File: src/oat_pkg.sv
// Shared types and constants for the one-at-a-time hash bucket indexer.
package oat_pkg;

  localparam int unsigned OAT_HASH_W   = 32;
  localparam int unsigned OAT_BYTE_W   = 8;
  localparam int unsigned OAT_TSIZE_W  = 17;
  localparam int unsigned OAT_IDX_W    = 16;
  localparam int unsigned OAT_QDEPTH   = 4;
  localparam int unsigned OAT_QAW      = $clog2(OAT_QDEPTH);
  localparam int unsigned OAT_QCW      = $clog2(OAT_QDEPTH + 1);
  localparam int unsigned OAT_DIVCNT_W = $clog2(OAT_HASH_W);

  localparam logic [OAT_TSIZE_W-1:0] OAT_TSIZE_RST = 17'd1024;
  localparam logic [OAT_TSIZE_W-1:0] OAT_MAX_BKT   = 17'd65536;

  localparam int unsigned OAT_ABS_SHL = 10;
  localparam int unsigned OAT_ABS_SHR = 6;
  localparam int unsigned OAT_FIN_SHL1 = 3;
  localparam int unsigned OAT_FIN_SHR = 11;
  localparam int unsigned OAT_FIN_SHL2 = 15;

  typedef logic [OAT_HASH_W-1:0] oat_hash_t;

  // queue status seen by the front and back
  typedef struct packed {
    logic full;
    logic empty;
  } oat_qstat_t;

  typedef enum logic [2:0] {
    S_IDLE,
    S_MIX1,
    S_MIX2,
    S_MIX3,
    S_DIV,
    S_LOAD
  } oat_state_t;

endpackage

File: src/oat_front.sv
// Front end: absorbs key bytes into the running hash, pushes finished keys.
module oat_front (
  input  logic               clk,
  input  logic               rst_n,
  input  logic               in_tvalid,
  output logic               in_tready,
  input  logic [7:0]         in_tdata,   // [7:0] key_byte
  input  logic               in_tlast,   // last_byte
  input  oat_pkg::oat_qstat_t q_stat,
  output logic               q_push,
  output oat_pkg::oat_hash_t q_wdata
);
  import oat_pkg::*;

  oat_hash_t hash_r;
  oat_hash_t hash_nxt;
  oat_hash_t h_add;
  oat_hash_t h_mix;
  logic      accept;

  assign in_tready = !q_stat.full;
  assign accept    = in_tvalid && in_tready;

  always_comb begin
    h_add = hash_r + {{(OAT_HASH_W-OAT_BYTE_W){1'b0}}, in_tdata};
    h_mix = h_add + (h_add << OAT_ABS_SHL);
    hash_nxt = h_mix ^ (h_mix >> OAT_ABS_SHR);
  end

  assign q_push  = accept && in_tlast;
  assign q_wdata = hash_nxt;

  always_ff @(posedge clk) begin
    if (!rst_n) begin
      hash_r <= '0;
    end else if (accept) begin
      hash_r <= in_tlast ? '0 : hash_nxt;
    end
  end

endmodule

File: src/oat_queue.sv
// Small queue of absorbed key hashes between front and back.
module oat_queue (
  input  logic               clk,
  input  logic               rst_n,
  input  logic               push,
  input  oat_pkg::oat_hash_t wdata,
  input  logic               pop,
  output oat_pkg::oat_hash_t rdata,
  output oat_pkg::oat_qstat_t stat
);
  import oat_pkg::*;

  oat_hash_t              mem_r [OAT_QDEPTH];
  logic [OAT_QAW-1:0]     wr_ptr_r;
  logic [OAT_QAW-1:0]     rd_ptr_r;
  logic [OAT_QCW-1:0]     count_r;

  assign stat.full  = (count_r == OAT_QCW'(OAT_QDEPTH));
  assign stat.empty = (count_r == '0);
  assign rdata      = mem_r[rd_ptr_r];

  always_ff @(posedge clk) begin
    if (push) begin
      mem_r[wr_ptr_r] <= wdata;
    end
  end

  always_ff @(posedge clk) begin
    if (!rst_n) begin
      wr_ptr_r <= '0;
      rd_ptr_r <= '0;
      count_r  <= '0;
    end else begin
      if (push) wr_ptr_r <= wr_ptr_r + 1'b1;
      if (pop)  rd_ptr_r <= rd_ptr_r + 1'b1;
      if (push && !pop) begin
        count_r <= count_r + 1'b1;
      end else if (pop && !push) begin
        count_r <= count_r - 1'b1;
      end
    end
  end

`ifndef ASSERT_OFF
  a_no_overflow: assert property (@(posedge clk) disable iff (!rst_n)
    !(push && stat.full))
    else $error("queue push while full");

  a_no_underflow: assert property (@(posedge clk) disable iff (!rst_n)
    !(pop && stat.empty))
    else $error("queue pop while empty");

  a_count_up: assert property (@(posedge clk) disable iff (!rst_n)
    (push && !pop) |=> (count_r == $past(count_r) + 1'b1))
    else $error("queue count did not advance on push");
`endif

endmodule

File: src/oat_back.sv
// Back end: final mix, bit-serial modulo by table size, output register.
module oat_back (
  input  logic                clk,
  input  logic                rst_n,
  input  logic                cfg_wr_en,
  input  logic [16:0]         cfg_wr_data,
  input  oat_pkg::oat_qstat_t q_stat,
  input  oat_pkg::oat_hash_t  q_rdata,
  output logic                q_pop,
  output logic                out_tvalid,
  input  logic                out_tready,
  output logic [47:0]         out_tdata   // [31:0] hash_value, [47:32] bucket_index
);
  import oat_pkg::*;

  oat_state_t                state_r;
  oat_state_t                state_nxt;
  logic [OAT_TSIZE_W-1:0]    tsize_r;
  logic [OAT_TSIZE_W-1:0]    n_r;
  oat_hash_t                 h_r;
  oat_hash_t                 div_r;
  logic [OAT_IDX_W-1:0]      rem_r;
  logic [OAT_DIVCNT_W-1:0]   cnt_r;
  logic                      out_valid_r;
  oat_hash_t                 out_hash_r;
  logic [OAT_IDX_W-1:0]      out_idx_r;

  logic                      out_free;
  logic                      load_out;
  logic [OAT_TSIZE_W-1:0]    rem_sh;
  logic [OAT_TSIZE_W-1:0]    rem_sub;
  oat_hash_t                 mix3;

  assign out_free = !out_valid_r || out_tready;
  assign rem_sh   = {rem_r, div_r[OAT_HASH_W-1]};
  assign rem_sub  = (rem_sh >= n_r) ? (rem_sh - n_r) : rem_sh;
  assign mix3     = h_r + (h_r << OAT_FIN_SHL2);

  // next state
  always_comb begin
    state_nxt = state_r;
    unique case (state_r)
      S_IDLE: if (!q_stat.empty) state_nxt = S_MIX1;
      S_MIX1: state_nxt = S_MIX2;
      S_MIX2: state_nxt = S_MIX3;
      S_MIX3: state_nxt = S_DIV;
      S_DIV:  if (cnt_r == '0) state_nxt = S_LOAD;
      S_LOAD: if (out_free) state_nxt = S_IDLE;
      default: state_nxt = S_IDLE;
    endcase
  end

  // FSM outputs
  always_comb begin
    q_pop    = 1'b0;
    load_out = 1'b0;
    unique case (state_r)
      S_IDLE:  q_pop = !q_stat.empty;
      S_LOAD:  load_out = out_free;
      default: begin
        q_pop    = 1'b0;
        load_out = 1'b0;
      end
    endcase
  end

  always_ff @(posedge clk) begin
    if (!rst_n) begin
      state_r     <= S_IDLE;
      tsize_r     <= OAT_TSIZE_RST;
      out_valid_r <= 1'b0;
    end else begin
      state_r <= state_nxt;
      if (cfg_wr_en) tsize_r <= cfg_wr_data;
      if (load_out) begin
        out_valid_r <= 1'b1;
      end else if (out_tready) begin
        out_valid_r <= 1'b0;
      end
    end
  end

  always_ff @(posedge clk) begin
    unique case (state_r)
      S_IDLE: begin
        h_r <= q_rdata;
        n_r <= (tsize_r > OAT_MAX_BKT) ? OAT_MAX_BKT : tsize_r;
      end
      S_MIX1: h_r <= h_r + (h_r << OAT_FIN_SHL1);
      S_MIX2: h_r <= h_r ^ (h_r >> OAT_FIN_SHR);
      S_MIX3: begin
        h_r   <= mix3;
        div_r <= mix3;
        rem_r <= '0;
        cnt_r <= OAT_DIVCNT_W'(OAT_HASH_W - 1);
      end
      S_DIV: begin
        rem_r <= rem_sub[OAT_IDX_W-1:0];
        div_r <= div_r << 1;
        cnt_r <= cnt_r - 1'b1;
      end
      S_LOAD: begin
        if (load_out) begin
          out_hash_r <= h_r;
          // zero buckets gives index zero
          out_idx_r  <= (n_r == '0) ? '0 : rem_r;
        end
      end
      default: h_r <= h_r;
    endcase
  end

  assign out_tvalid = out_valid_r;
  assign out_tdata  = {out_idx_r, out_hash_r};

`ifndef ASSERT_OFF
  a_pop_starts_key: assert property (@(posedge clk) disable iff (!rst_n)
    q_pop |=> (state_r == S_MIX1))
    else $error("pop did not start a key");

  a_div_len: assert property (@(posedge clk) disable iff (!rst_n)
    (state_r == S_MIX3) |=> (cnt_r == OAT_DIVCNT_W'(OAT_HASH_W - 1)))
    else $error("divide count not loaded");

  a_rem_bound: assert property (@(posedge clk) disable iff (!rst_n)
    (state_r == S_LOAD && n_r != '0) |-> ({1'b0, rem_r} < n_r))
    else $error("remainder not below table size");
`endif

endmodule

File: src/oat_hash_bucket_index.sv
// Top level of the one-at-a-time hash bucket indexer.
//
//  port group | dir | payload (low bit up)                      | role
//  in_        | in  | tdata: key_byte[7:0]; tlast: last_byte     | key bytes
//  out_       | out | tdata: hash_value[31:0], bucket_index[47:32]| one beat per key
//  cfg_       | in  | wr_data: table_size[16:0]                  | bucket count
//
// Key bytes are taken at one per cycle while the 4-entry key queue has room.
// Each key then goes through the back end alone: a pop, 3 final-mix steps, a
// remainder at one bit per cycle, an output load; that divider sets the
// sustained key rate. table_size resets to 1024; all control resets with
// rst_n (sync, active low). out_ stalls hold the result register and back
// up into the queue, which then drops in_tready.
module oat_hash_bucket_index (
  input  logic        clk,
  input  logic        rst_n,
  input  logic        in_tvalid,
  output logic        in_tready,
  input  logic [7:0]  in_tdata,    // [7:0] key_byte
  input  logic        in_tlast,    // last_byte
  output logic        out_tvalid,
  input  logic        out_tready,
  output logic [47:0] out_tdata,   // [31:0] hash_value, [47:32] bucket_index
  input  logic        cfg_wr_en,
  input  logic [16:0] cfg_wr_data  // table_size
);
  import oat_pkg::*;

  oat_qstat_t q_stat;
  logic       q_push;
  logic       q_pop;
  oat_hash_t  q_wdata;
  oat_hash_t  q_rdata;

  oat_front u_front (
    .clk       (clk),
    .rst_n     (rst_n),
    .in_tvalid (in_tvalid),
    .in_tready (in_tready),
    .in_tdata  (in_tdata),
    .in_tlast  (in_tlast),
    .q_stat    (q_stat),
    .q_push    (q_push),
    .q_wdata   (q_wdata)
  );

  oat_queue u_queue (
    .clk   (clk),
    .rst_n (rst_n),
    .push  (q_push),
    .wdata (q_wdata),
    .pop   (q_pop),
    .rdata (q_rdata),
    .stat  (q_stat)
  );

  oat_back u_back (
    .clk         (clk),
    .rst_n       (rst_n),
    .cfg_wr_en   (cfg_wr_en),
    .cfg_wr_data (cfg_wr_data),
    .q_stat      (q_stat),
    .q_rdata     (q_rdata),
    .q_pop       (q_pop),
    .out_tvalid  (out_tvalid),
    .out_tready  (out_tready),
    .out_tdata   (out_tdata)
  );

endmodule

File: config.mk
export PLATFORM = sky130hd
export DESIGN_NAME = oat_hash_bucket_index
export DESIGN_NICKNAME = d
export VERILOG_FILES = /design/src/oat_pkg.sv /design/src/oat_front.sv /design/src/oat_queue.sv /design/src/oat_back.sv /design/src/oat_hash_bucket_index.sv
export SDC_FILE = /design/constraint.sdc
export NUM_CORES = 1
export LEC_CHECK = 0
export BUFFER_PORTS_ARGS = -buffer_cell sky130_fd_sc_hd__clkbuf_2
export CORE_ASPECT_RATIO = 1.2
export CORE_MARGIN = 2
export CORE_UTILIZATION = 57
export CTS_BUF_LIST = sky130_fd_sc_hd__clkbuf_2
export CTS_CLUSTER_SIZE = 30
export DETAILED_ROUTE_END_ITERATION = 6
export PLACE_DENSITY = 0.75
export REMOVE_ABC_BUFFERS = 1
export SYNTH_ARGS = -nofsm -noshare
export SYNTH_HDL_FRONTEND = slang
export SYNTH_HIERARCHICAL = 1
export SYNTH_SLANG_ARGS = --single-unit
export TNS_END_PERCENT = 20
File: constraint.sdc
create_clock -name clk -period 12.2 [get_ports clk]
set_input_delay 0.61 -clock clk [delete_from_list [all_inputs] [get_ports clk]]
set_output_delay 0.61 -clock clk [all_outputs]
set_load 0.05 [all_outputs]
* Yosys cells after proc, flatten, opt, wreduce, memory -nomap -nowiden
Memories as Yosys holds them, arrays and structs flattened. A register that Yosys moved wholly into a read port is not among the register bits.
Cells that the tools add are included.
** Word-level totals
- Bits in latches :: 0
- Memories kept :: 1
- ROM bits :: 0
- Output and inout port bits :: 50
- Register bits after elaboration :: 210
- Input port bits :: 31
- Word-level logic and storage cells :: 78
- Bits in writable memories :: 128
** Cells by class
- Equality and inequality tests :: 9
- Multipliers :: 0
- Add/subtract/negate cells :: 10
- Shift operators :: 0
- Div/mod/pow operators :: 0
- Magnitude comparators :: 2
- Mux-type cells :: 20
- Bitwise operators :: 2
- Reduce and logical (&&, ||, !) cells :: 20
** Memories
- u_queue.mem_r :: depth 4, bits a word 32, read ports 1, clocked after Yosys merged registers in 1, wr ports 1, RTL line oat_queue.sv:13 : oat_hash_t mem_r [OAT_QDEPTH];
** Operator list (number)
- 32-bit case mux with 4 select lines :: 1
- 32-bit adder :: 3
- 32-bit case mux with 2 select lines :: 1
- 32-bit by 8-bit adder with 32-bit output :: 1
- 32-bit 2-to-1 mux :: 1
- 16-bit case mux with 2 select lines :: 1
- 32-bit by 21-bit bitwise XOR with 32-bit output :: 1
- 32-bit by 26-bit bitwise XOR with 32-bit output :: 1
- 3-bit case mux with 6 select lines :: 1
- 17-bit greater-or-equal comparator :: 1
- 17-bit > comparator, second input constant :: 1
- 17-bit zero test :: 1
- 16-bit 2-to-1 mux :: 1
- 16-bit subtractor :: 1
- 3-bit 2-to-1 mux :: 5
- 5-bit case mux with 2 select lines :: 1
- 3-bit == test, second input constant :: 3
- 3-bit by 2-bit == test with 1-bit output, second input constant :: 2
- 3-bit zero test :: 2
- 1-bit 2-to-1 mux :: 6
- 2-bit nonzero test :: 3
- 1-bit zero test :: 5
- 5-bit zero test :: 1
- 5-bit by 1-bit subtractor with 5-bit output, second input constant :: 1
- other kinds (12) :: 18

* Depth between registers and ports, before layout
- Depth in word-level cells :: 8
- Mapped depth :: 22
- Gate-level depth less buffers :: 22

* Cells and area by module
The synthesis kept the hierarchy.
** By module, submodules not included
- oat_back :: area each 10005.8 um2, times used 1, seq. area each 4924.7 um2, cells an instance 956
- oat_queue :: area each 5103.6 um2, times used 1, seq. area each 4023.9 um2, cells an instance 210
- oat_front :: area each 3672.3 um2, times used 1, seq. area each 640.6 um2, cells an instance 443

* Least setup slack after synthesis
Ideal clock, no wire load.
- Kind :: input-to-reg
- Start :: in in_tdata[0]
- End :: mem u_queue/mem_r[0][23] (netlist bit) (data pin)
- Data required time :: 11925 ps
- Buffers on the path :: 0
- Setup time :: 275 ps
- Slack :: 7055 ps
- Arrival :: 4870 ps
- Cell stages on the path :: 21
- Path through :: ha_1 -> fa_1 -> a21o_1 -> a21oi_1 -> o21bai_1 -> a21oi_1 -> o21bai_1 -> a21oi_1 -> nor2b_1 -> and4_1 -> xor2_1 -> ha_1 -> o21ai_0 -> nor2_1 -> o22ai_1 -> nand4b_1 -> or4b_4 -> nand3_4 -> mux2i_1 -> and2_1 -> xnor2_1
** Between the ends
- Cells in the longest elaborated chain, start to end :: 3
** RTL lines
- from (decl) :: RTL line oat_hash_bucket_index.sv:19 : input logic [7:0] in_tdata,
- 32-bit by 8-bit adder with 32-bit output :: RTL line oat_front.sv:25 : h_add = hash_r + {{(OAT_HASH_W-OAT_BYTE_W){1'b0}}, in_tdata};
- 32-bit adder :: RTL line oat_front.sv:26 : h_mix = h_add + (h_add << OAT_ABS_SHL);
- 32-bit by 26-bit bitwise XOR with 32-bit output :: RTL line oat_front.sv:27 : hash_nxt = h_mix ^ (h_mix >> OAT_ABS_SHR);
- via q_wdata[23] :: RTL line oat_hash_bucket_index.sv:32 : oat_hash_t q_wdata;
- to (decl) :: RTL line oat_queue.sv:13
The timed path passes the listed nets, and every way through them passes these cells.

* Worst setup path after layout
- Start :: reg u_front.hash_r[0]
- End :: mem u_queue/mem_r[0][24] (netlist bit) (data pin)
** Between the ends
- Cells in the longest elaborated chain, start to end :: 3
** RTL lines
- from (decl) :: RTL line oat_front.sv:15 : oat_hash_t hash_r;
- from (signal assigned) :: RTL line oat_front.sv:37 : hash_r <= in_tlast ? '0 : hash_nxt;
- 32-bit by 8-bit adder with 32-bit output :: RTL line oat_front.sv:25
- 32-bit adder :: RTL line oat_front.sv:26
- 32-bit by 26-bit bitwise XOR with 32-bit output :: RTL line oat_front.sv:27
- via q_wdata[24] :: RTL line oat_hash_bucket_index.sv:32
The timed path passes the listed nets, and every way through them passes these cells.

==> results.yml <==
outcome:
  status: "finished, final reports clean"
setup_path:
  cp_max_fo: 7
  crit_chain: "ha_1 > fa_1 > a21o_1 > a21oi_1 > o21bai_1 > a21oi_1 > o21bai_1 > a21oi_1 > nor2b_1 > nand2_1 > xnor2_1 > ha_1 > fa_1 > a21o_1 > a21oi_1 > o211ai_1 > nand4_1 > o2111a_1 > nor2_1 > and3_1 > nor3_2 > xor2_1"
  slowest_stage: "fa_1"
  crit_required_ns: 12.88
  worstSetupPathType: "reg2reg"
  cp.arrival_ns: 6.37
  critPathMostFrequentCell: "a21oi_1"
  crit_buf_inv: 0
  critPathMaxStageDelay_ns: 0.42
  worst_setup_path_end_kind: "flip-flop"
  path_delay_family: "compound AO/OA/AOI/OAI gates"
  start_kind: "flip-flop"
clock_network:
  cts_sinks: 340
  cts_buffers: 80
  cts-htree-levels: 3
  cts_resized: 0
  cts.clk_slew.worst_paths_ns: 0.12
  worst_skew_pair.late_latency_ns: 0.93
  cts_buffer_depth: 3
  cts_setup_buffers: 0
  cts_tree: "yes"
  cts_root_buffer: "clkbuf_2"
sta:
  finClkSkew_ns: 0.06490
  period_share_pct: 46.68
  hold_viol: 0
  fin_hold_ws_ns: 0.2073
  worst_slew_pin_slew_ns: 1.134
  rsz0062_at_grt: "no"
  fmax_mhz: 175.6
  slew_headroom_pct: 24.36
  fin_tns_setup_ns: 0
  slew_violations: 0
  fin_crit_ns: 5.695
  setup_viol: 0
min_path:
  min-delay-path-class: "in2reg"
pwr:
  powerDensity_nw_per_um2: 285.7
  leakage_uw: 0.008017
  peakVddDrop_mv: 0.1395
die:
  pin_count: 81
  rows: 72
  die_y_um: 202.8
  start_util_pct: 58.07
  dieArea_sq_um: 34420
  core_region_area_sq_um: 32340
  fp.dieW_um: 169.7
global_routing:
  grt_start_max_net_pins: 64
  grt_pass1_vias: 13476
  grt_antenna_before_repair: 1
  grt-ovfl-total: 0
  grt_use_total_pct: 27.11
  grt_first_pass_wirelength_mm: 72.51
routing:
  drt_iter0_drc: 983
  drcViolationCount: 0
  vias_per_cell: 6.062
  routed_wl_mm: 45.44
  final_antenna_net_count: 0
  dr.pass1.iters: 5
  vias: 13396
  wire_per_inst_um: 20.56
layout:
  nets: 1873
  nFillCells: 2579
  drive_gt1_share_pct: 15.54
  area_growth_pct: 9.193
placement:
  place_hpwl_mm: 32.36
  gp_congestion: 0.9146
  port_buffers: 80
synth:
  synthDistinctLibCells: 86
  netlist_instances: 1609
  synth_area_sq_um: 18780
  postSynthAreaPerCell_sq_um: 11.67
  yosys_warnings: 6
  synth_edf_count: 278
  ys_async_sr_fraction_pct: 0
  synthFlopType: "edfxtp_1"
  yosysSeqAreaShare_pct: 51.06
  yosys_register_bits: 340
flow_run:
  drv_cap: 0
==> layer usage <==
metal,GRT usage [%],up-vias,routed length (um)
met5,0,-,0
met4,10.62,0,1294
met3,3.704,82,2691
met2,47.06,478,22910
met1,34.47,6452,18550
li1,-,6384,-
==> worst paths after layout <==
path	depth (start not counted)	startpoint	slack (ns)	to
worst max-delay path	22	u_front/hash_r[0]	6.51	u_queue/mem_r[0][24]
worst min register to register	2	u_back/div_r[12]	0.52	u_back/div_r[13]
worst max register to register	22	u_front/hash_r[0]	6.51	u_queue/mem_r[0][24]
worst min-delay path	5	out_tready	0.21	u_back/out_tvalid
==> power breakdown <==
group | internal (uW) | switching, uW | total (uW)
sequential | 1790 | 294 | 2080
combinational | 1160 | 1820 | 2980
clock | 334 | 459 | 793
total | 3280 | 2580 | 5860
==> layout by cell type, fill, tap and decap left out, drive strengths merged, types with 6 or more instances in the layout <==
| master | synthesis | routed |
|---|---|---|
| edfxtp | 278 | 278 |
| clkbuf | 49 | 188 |
| nand2 | 158 | 158 |
| ha | 95 | 95 |
| xnor2 | 86 | 86 |
| a21oi | 82 | 82 |
| nor2b | 79 | 79 |
| nor2 | 66 | 66 |
| dfxtp | 62 | 62 |
| xor2 | 62 | 62 |
| o21ai | 60 | 60 |
| inv | 51 | 53 |
| nand3 | 45 | 45 |
| a21o | 39 | 39 |
| mux4 | 32 | 32 |
| and2 | 30 | 30 |
| a22oi | 29 | 29 |
| clkinv | 0 | 26 |
| mux2i | 24 | 24 |
| nor3 | 22 | 22 |
| o211ai | 18 | 18 |
| dlygate4sd3 | 0 | 17 |
| o31ai | 17 | 17 |
| and3 | 15 | 15 |
| nand4 | 14 | 14 |
| buf | 12 | 14 |
| a211oi | 13 | 13 |
| o21a | 12 | 12 |
| o221ai | 12 | 12 |
| nor4 | 12 | 12 |
| nand2b | 10 | 10 |
| o21bai | 10 | 10 |
| a31oi | 9 | 9 |
| and4 | 7 | 7 |
| a221o | 6 | 6 |
| nor3b | 6 | 6 |
| o41ai | 6 | 6 |
| fa | 6 | 6 |
==> registers in the layout (all words and copies together), names as in the netlist, named ones only <==
register / cells
u_queue/count_r: 3
u_back/h_r: 32
u_queue/mem_r: 128
u_back/n_r: 17
u_queue/wr_ptr_r: 2
u_back/out_hash_r: 32
u_back/tsize_r: 17
u_back/state_r: 3
u_back/out_tvalid: 1
u_back/out_idx_r: 16
u_back/rem_r: 16
u_front/hash_r: 32
u_back/div_r: 32
u_queue/rd_ptr_r: 2
u_back/cnt_r: 5
==> Yosys cell counts (6+ instances only) <==
cell type | number | share of area, %
edfxtp_1 | 278 | 44
nand2_1 | 158 | 3.2
ha_1 | 95 | 6.3
xnor2_1 | 86 | 4.0
a21oi_1 | 82 | 2.2
nor2b_1 | 79 | 2.6
nor2_1 | 66 | 1.3
dfxtp_1 | 62 | 6.6
xor2_1 | 60 | 2.8
o21ai_0 | 57 | 1.5
inv_1 | 51 | 1.0
clkbuf_1 | 49 | 0.98
nand3_1 | 44 | 1.2
a21o_1 | 39 | 1.6
mux4_2 | 30 | 3.6
a22oi_1 | 29 | 1.2
and2_1 | 28 | 0.93
mux2i_1 | 24 | 1.3
nor3_1 | 21 | 0.56
o211ai_1 | 17 | 0.68
o31ai_1 | 17 | 0.68
and3_1 | 15 | 0.50
nand4_1 | 14 | 0.47
a211oi_1 | 12 | 0.48
nor4_1 | 12 | 0.40
o21a_1 | 12 | 0.48
o221ai_1 | 11 | 0.51
nand2b_1 | 10 | 0.33
o21bai_1 | 10 | 0.40
a31oi_1 | 8 | 0.27
a221o_1 | 6 | 0.32
and4_1 | 6 | 0.28
fa_1 | 6 | 0.64
nor3b_1 | 6 | 0.24
o41ai_1 | 6 | 0.28
==> worst min-delay path: cells and delay by family <==
| family | cells | cell delay (ns) |
|---|---|---|
| simple gates | 2 | 0.21 |
| buf+inv | 2 | 0.20 |
| compound gates | 1 | 0.07 |
==> layout make-up <==
type | count | area [sq um] | share of cell area [%]
Antenna cell | 1 | 2.502 | 0.01220
Clock buffer | 108 | 540.5 | 2.636
Clock inverter | 35 | 275.3 | 1.342
Inverter | 51 | 191.4 | 0.9334
Multi-Input combinational cell | 1157 | 8723 | 42.54
Sequential cell | 340 | 9590 | 46.76
Tap cell | 407 | 509.2 | 2.483
Timing Repair Buffer | 111 | 675.6 | 3.294
==> metrics by stage <==
step	setup WS (ns)	power, uW	util [%]	instance area (sq um)	cells
final	6.505	5860	63.41	20510	2210
after floorplan	7.055	4172	-	18470	1548
after global routing	6.114	6268	63.41	20510	2210
after CTS	6.555	5843	63.41	20510	2209
after detailed placement	6.240	5030	60.36	19520	2049
after global placement	6.428	4955	60.36	19520	2049
==> logic make-up (layout without fill, tap and decap cells) <==
kind of cell / count (synthesis) / count (layout) / synth area share [%]
other: 0 / 1 / 0
adders and majority gates: 101 / 101 / 6.968
and+or+nand+nor: 480 / 480 / 12.98
buffers and inverters: 112 / 305 / 2.671
muxes: 59 / 59 / 5.336
DFF: 340 / 340 / 51.06
AOI/OAI and AO/OA: 366 / 366 / 13.59
xor gates and xnor gates: 151 / 151 / 7.401
==> repair_timing <==
| action | 4_1_cts | 5_1_grt |
|---|---|---|
| hold buffers | 17 | 0 |
| endpoints found under the hold margin | 17 | 0 |
| endpoints found under the setup margin | 0 | 0 |
(Power assumes the default switching activity.)
